==> src/design/rstm_pkg.sv <==
// ----------------------------------------------------------------------------
// rstm_pkg: shared constants for the range add / range sum tree
// Opcodes, data width and default sizing used by the tree, the multiplier and the bench.
// ----------------------------------------------------------------------------
package rstm_pkg;

  localparam int unsigned DATA_W   = 64;
  localparam int unsigned SIZE_DEF = 1024;
  localparam int unsigned REG_W    = 11;
  localparam int unsigned POS_W    = 11;

  localparam logic [REG_W-1:0] SIZE_RST = 11'd1024;

  localparam logic [1:0] OP_LOAD = 2'd0;
  localparam logic [1:0] OP_ADD  = 2'd1;
  localparam logic [1:0] OP_SUM  = 2'd2;

endpackage

==> src/design/rstm_mul.sv <==
// ----------------------------------------------------------------------------
// rstm_mul: 64-bit by element-count multiplier, wrapping
// Splits the 64-bit operand in two 32-bit halves, one partial product a
// cycle, then combines; result valid with done_o after the low, high and sum phases.
// ----------------------------------------------------------------------------
module rstm_mul #(
  parameter int unsigned CNT_W = 11
) (
  input  logic                       clk_i,
  input  logic                       rst_ni,
  input  logic                       start_i,
  input  logic [rstm_pkg::DATA_W-1:0] a_i,
  input  logic [CNT_W-1:0]           b_i,
  output logic                       done_o,
  output logic [rstm_pkg::DATA_W-1:0] prod_o
);

  localparam int unsigned PROD_W = 32 + CNT_W;

  localparam logic [1:0] PH_IDLE = 2'd0;
  localparam logic [1:0] PH_LO   = 2'd1;
  localparam logic [1:0] PH_HI   = 2'd2;
  localparam logic [1:0] PH_SUM  = 2'd3;

  logic [1:0]                  phase_q, phase_d;
  logic                        done_q, done_d;
  logic [rstm_pkg::DATA_W-1:0] a_q, prod_q;
  logic [CNT_W-1:0]            b_q;
  logic [PROD_W-1:0]           lo_q;
  logic [31:0]                 hi_q;
  logic [PROD_W-1:0]           hi_full;

  assign hi_full = PROD_W'(a_q[63:32]) * PROD_W'(b_q);

  always_comb begin
    phase_d = phase_q;
    done_d  = 1'b0;
    unique case (phase_q)
      PH_IDLE: if (start_i) phase_d = PH_LO;
      PH_LO:   phase_d = PH_HI;
      PH_HI:   phase_d = PH_SUM;
      PH_SUM: begin
        phase_d = PH_IDLE;
        done_d  = 1'b1;
      end
    endcase
  end

  always_ff @(posedge clk_i or negedge rst_ni) begin
    if (!rst_ni) begin
      phase_q <= PH_IDLE;
      done_q  <= 1'b0;
    end else begin
      phase_q <= phase_d;
      done_q  <= done_d;
    end
  end

  always_ff @(posedge clk_i) begin
    if (start_i && phase_q == PH_IDLE) begin
      a_q <= a_i;
      b_q <= b_i;
    end
    if (phase_q == PH_LO) lo_q <= PROD_W'(a_q[31:0]) * PROD_W'(b_q);
    if (phase_q == PH_HI) hi_q <= hi_full[31:0];
    if (phase_q == PH_SUM) prod_q <= 64'(lo_q) + {hi_q, 32'd0};
  end

  assign done_o = done_q;
  assign prod_o = prod_q;

endmodule

==> config.mk <==
export PLATFORM = sky130hd
export DESIGN_NAME = rstm_mul
export DESIGN_NICKNAME = d
export VERILOG_FILES = /design/src/design/rstm_pkg.sv /design/src/design/rstm_mul.sv
export SDC_FILE = /design/constraint.sdc
export NUM_CORES = 2
export LEC_CHECK = 0
export ABC_AREA = 0
export BUFFER_PORTS_ARGS = -buffer_cell sky130_fd_sc_hd__buf_4
export CAP_MARGIN = 20
export CORE_ASPECT_RATIO = 1.75
export CORE_MARGIN = 2
export CORE_UTILIZATION = 50
export DETAILED_ROUTE_END_ITERATION = 12
export PLACE_DENSITY = 0.67
export SYNTH_ARGS = -nofsm -noshare
export SYNTH_HDL_FRONTEND = slang
export SYNTH_SLANG_ARGS = --single-unit
export TNS_END_PERCENT = 20
==> constraint.sdc <==
create_clock -name clk_i -period 7.95 [get_ports clk_i]
set_input_delay 1.59 -clock clk_i [delete_from_list [all_inputs] [get_ports clk_i]]
set_output_delay 1.59 -clock clk_i [all_outputs]
set_load 0.005 [all_outputs]
* Yosys cells after proc, flatten, opt, wreduce, memory -nomap -nowiden
Index checks and enable logic that the tools add are counted.
** Storage, ports and cells
- Register bits after elaboration :: 217
- Logic and storage cells :: 19
** Operators by class
- $add $sub $neg :: 1
- Multipliers :: 2
- Equality and inequality tests :: 4
- Mux-type cells :: 3
- Reductions and logical operators :: 2
** Operator list (count)
- $add 43x64->64 :: 1
- $mul 32x11->43 :: 1
- $mul 32x11->32 :: 1
- $pmux 2 s4 :: 1
- $eq 2x2->1 const B :: 2
- $eq 2x1->1 const B :: 1
- $logic_not 2->1 :: 1
- $mux 2 :: 1
- $ne 2x2->1 const B :: 1
- $logic_and 1x1->1 :: 1
- $mux 1 :: 1

* Longest topological paths before layout
- Depth after elaboration :: 2
- Gate-level depth with buffers :: 24
- Gate-level depth less buffers :: 22

* Worst setup path after synthesis
Ideal clock, no wire load.
- Path kind :: register to register
- Start point :: reg b_q[5]
- End point :: reg lo_q[40] (data pin)
- Data arrival time :: 5.803 ns
- Data required time :: 7.692 ns
- Slack :: 1.889 ns
- Cell stages (with the launch flop) :: 24
- Buffers on the path :: 3
- Clock period less this slack :: 6.061 ns
- Path through :: edfxtp_1 > clkbuf_1 > clkbuf_1 > nand2_1 > fa_1 > inv_1 > fa_1 > fa_1 > fa_1 > inv_1 > fa_1 > inv_1 > ha_1 > and3_1 > buf_6 > and3_4 > a221oi_2 > nand2_1 > o311ai_4 > a211oi_2 > a221o_1 > a21o_1 > a21oi_2 > xnor2_1
** Between the ends
- Longest elaborated chain between the ends :: 1
** Ends and longest elaborated chain
- start: declaration :: RTL line rstm_mul.sv:28 : logic [CNT_W-1:0] b_q;
- start signal: assignment :: RTL line rstm_mul.sv:62 : b_q <= b_i;
- $mul 32x11->43 :: RTL line rstm_mul.sv:64 : if (phase_q == PH_LO) lo_q <= PROD_W'(a_q[31:0]) * PROD_W'(b_q);
- end signal: assignment :: RTL line rstm_mul.sv:64
- end: declaration :: RTL line rstm_mul.sv:29 : logic [PROD_W-1:0] lo_q;
No other way between the ends.
A chain may end at the register's enable or synchronous reset.

* Final worst setup path
- Start point :: reg b_q[5]
- End point :: reg lo_q[39] (data pin)
The elaborated chain is that of the path after synthesis.

==> results.md <==
- Post-synthesis to final-layout area growth: 9.89%
- Post-synth top area share: 37.0%
- Hold_ws: 0.415 ns
- Worst EP required: a little over 8 ns
- Rel. slew slack: 39.5%
- Clock-pin slew on the worst setup and hold paths: roughly 0.070 ns
- Top area cells in the synthesized netlist: sky130_fd_sc_hd__fa_1 37%, sky130_fd_sc_hd__edfxtp_1 24%, sky130_fd_sc_hd__ha_1 6.9%, sky130_fd_sc_hd__inv_1 6.4%, sky130_fd_sc_hd__and2_1 6.2%
- Clock tree from TritonCTS: built
- Max-cap violations: 0
- Critical path cell sequence: buf_4 -> nand2_1 -> fa_1 -> inv_1 -> fa_1 -> fa_1 -> fa_1 -> inv_1 -> fa_1 -> inv_1 -> ha_1 -> and3_4 -> and2_1 -> a221oi_2 -> o22ai_1 -> a311o_1 -> a21o_1 -> o211a_1 -> a211o_1 -> a21oi_1 -> xnor2_1
- Starting density of the core: 50.6%
- Drt initial violations: 878
- Post-DR wirelength/cell: 19.5 µm
- Final Hold Fails: 0
- Avg Cell Area, Syn: around 10 µm²
- Die H: just over 300 µm
- Synth Instances: 2,545
- Post-detailed-routing wire length: around 64 mm
- Startpoint of the worst register-to-register path: b_q[5]
- Placed insts: 3,261
- Final Cell Area: 29,100 µm²
- Maximum number of pins on one net before global-route repair: 66
- Via count of the first global-routing pass: 20,500
- Library cell used as clock root buffer: sky130_fd_sc_hd__clkbuf_16
- Number of warnings reported in the yosys synthesis log: 0
- Area of the core: 52,400 µm²
- Number of synthesized register bits: between 200 and 250
- Fraction of registers with async set/reset: under 10%
- Worst-Skew Late Latency: approximately 0.58 ns
- Ant diodes: 0
- Time the worst path needs with I/O delays and setup: 6.88 ns
- Post-Route Setup TNS: 0 ns
- Detailed placer's ending HPWL: 51.4 mm
- Synthesized area: 26,500 µm²
- Chip width: 178 µm
- CTS buffer count: 25
- Most frequent cells after synthesis: 489 x sky130_fd_sc_hd__fa_1, 448 x sky130_fd_sc_hd__inv_1, 420 x sky130_fd_sc_hd__nand2_1
- Number of synthesized flops with an enable pin: approximately 210
- Worst setup path startpoint: b_q[5]
- Antenna violations before repair: 0
- Primary flip-flop cell chosen by synthesis mapping: sky130_fd_sc_hd__edfxtp_1
- Standard cell with the maximum stage delay on the critical path: sky130_fd_sc_hd__edfxtp_1
- Fillcell total: around 4,600
- Grt ovf: 0
- Library cell with the highest instance count after synthesis: sky130_fd_sc_hd__fa_1
- # hold bufs at CTS: 0
- Sequential element share of the synthesized area: 24.6%
- Most prevalent standard cell on the critical path: sky130_fd_sc_hd__fa_1
- DRC violations left: 0
- Quantity of I/O buffers inserted on ports: 142
- Overall die area: between 50,000 and 60,000 µm²
- Cells resized by post-CTS repair: 0
- Post-route ant nets: 0
- GRT Util Overall: 25.1%
- Critical path startpoint category: flip-flop
- Top-level I/O count: 143
- Fin cells: between 3,000 and 4,000
- Post CTS Setup Buffer Count: 0
- DP Area: 28,200 µm²
- Worst Path Max Fanout: 26
- Type of the tightest min-delay check: flip-flop to flip-flop
- Post-detailed-route via-to-cell ratio: 5.39
- Post-route clock skew: 0.0239 ns
- Worst min-delay path startpoint: lo_q[13]
- Post-route clock period utilization: 86.6%
- Maximum count of clock buffers along a single path: 3
- Run status: complete, no violations
- Final-report max-slew violation count: 0
- Arr. time, crit path: 7.21 ns
- Count of final setup violators: 0
- Unrepaired setup endpoints after global routing: no
- Cell accounting for the most synthesized area: sky130_fd_sc_hd__fa_1
- First-pass iteration count of the detailed router: 4
- Number of nets in the synthesized netlist: around 3,300
- Delay contributed by the slowest stage of the critical path: between 0.7 and 0.8 ns
- Global-route wire length before repair: 106 mm
- Setup Crit Path Kind: flip-flop to flip-flop
- Vias after detailed routing: 17,800
- Placer's final routability congestion estimate: 0.946
- Peak Freq: about 150 MHz
- Site row count: 111
- Clock net sink count: about 220
- Worst-Margin Slew: around 0.91 ns
- Count of H-tree levels built during CTS: 1
- Netlist cell types: 62
- Proportion of layout cells with a drive suffix above 1: under 10%
- Type of destination of the critical path: flip-flop
- Layout net count: 3,323
## cell usage in the layout (no fill, tap or decap), drive strengths merged, types with 3 or more instances in the layout
cell    instances
a21oi          54
a21boi          8
buf           169
bufinv          5
ha            146
inv           453
xor2           24
nand2         420
a211o           4
nand4           5
and3           17
nor4            4
or3             3
nor2           47
nand2b          4
and2          261
nor2b          12
dfrtp           3
a21o           32
clkinv          5
nor3           11
nand3          14
o21bai          4
a211oi          8
fa            489
o31ai           4
o31a            3
o21a           18
o21ai          44
clkbuf         30
and4            3
edfxtp        214
xnor2          82
## sequential cells by signal, indices dropped and copies added, names as in the netlist
name	flops
a_q	64
prod_o	64
lo_q	43
hi_q	32
b_q	11
phase_q	2
done_o	1
## worst paths after layout
kind | endpoint | slack, ns | cells past startpoint
min reg2reg | prod_o[13] | 0.42 | 0
max | lo_q[39] | 1.07 | 21
max reg2reg | lo_q[39] | 1.07 | 21
min | prod_o[13] | 0.42 | 0
min in group asynchronous | phase_q[1] | 0.79 | 1
max in group asynchronous | done_o | 7.07 | 1
## cell type report
cell class | instances | area (µm²) | area share (%)
clock buffers | 30 | 664 | 2.28
clock inverters | 16 | 244 | 0.839
inverters | 448 | 1680 | 5.78
multi-input cells | 1749 | 17800 | 61.2
flip-flops and latches | 217 | 6500 | 22.3
well taps | 678 | 848 | 2.92
repair buffers | 169 | 1340 | 4.62
## critical path: cells and delay by family (launching register included)
kind | cells | cell delay, ns
and+or+nand+nor | 3 | 0.53
buffers and inverters | 4 | 0.58
AOI/OAI and AO/OA | 7 | 1.79
DFF | 1 | 0.73
adders and majority gates | 6 | 2.86
xor gates and xnor gates | 1 | 0.10
## through the flow
stage / setup slack (ns) / utilization [%]
2_1_floorplan: 1.89 / -
3_3_place_gp: 1.18 / 53.8
3_5_place_dp: 1.13 / 53.8
4_1_cts: 1.10 / 55.6
5_1_grt: 0.775 / 55.6
6_report: 1.07 / 55.6
## metal layers
layer  global-route usage, %  vias up  wire (µm)
met5                       0        -          0
met4                    15.7        0       4670
met3                    2.49      207       2810
met2                    47.9      582      35900
met1                    25.6     9103      21000
li1                        -     7929          -
## kinds of logic (layout without fill, tap and decap cells)
kind of cell,count (synthesis),count (layout),share of synthesized area (%)
muxes,1,1,0.0425
xor gates and xnor gates,106,106,3.51
adders and majority gates,635,635,43.9
and+or+nand+nor,803,803,14.5
AOI/OAI and AO/OA,204,204,5.24
buffers and inverters,579,663,8.24
DFF,217,217,24.6
Power is left out: the tool's default activity adds up to more than one toggle a clock period on the data nets, which glitch-free logic cannot reach.
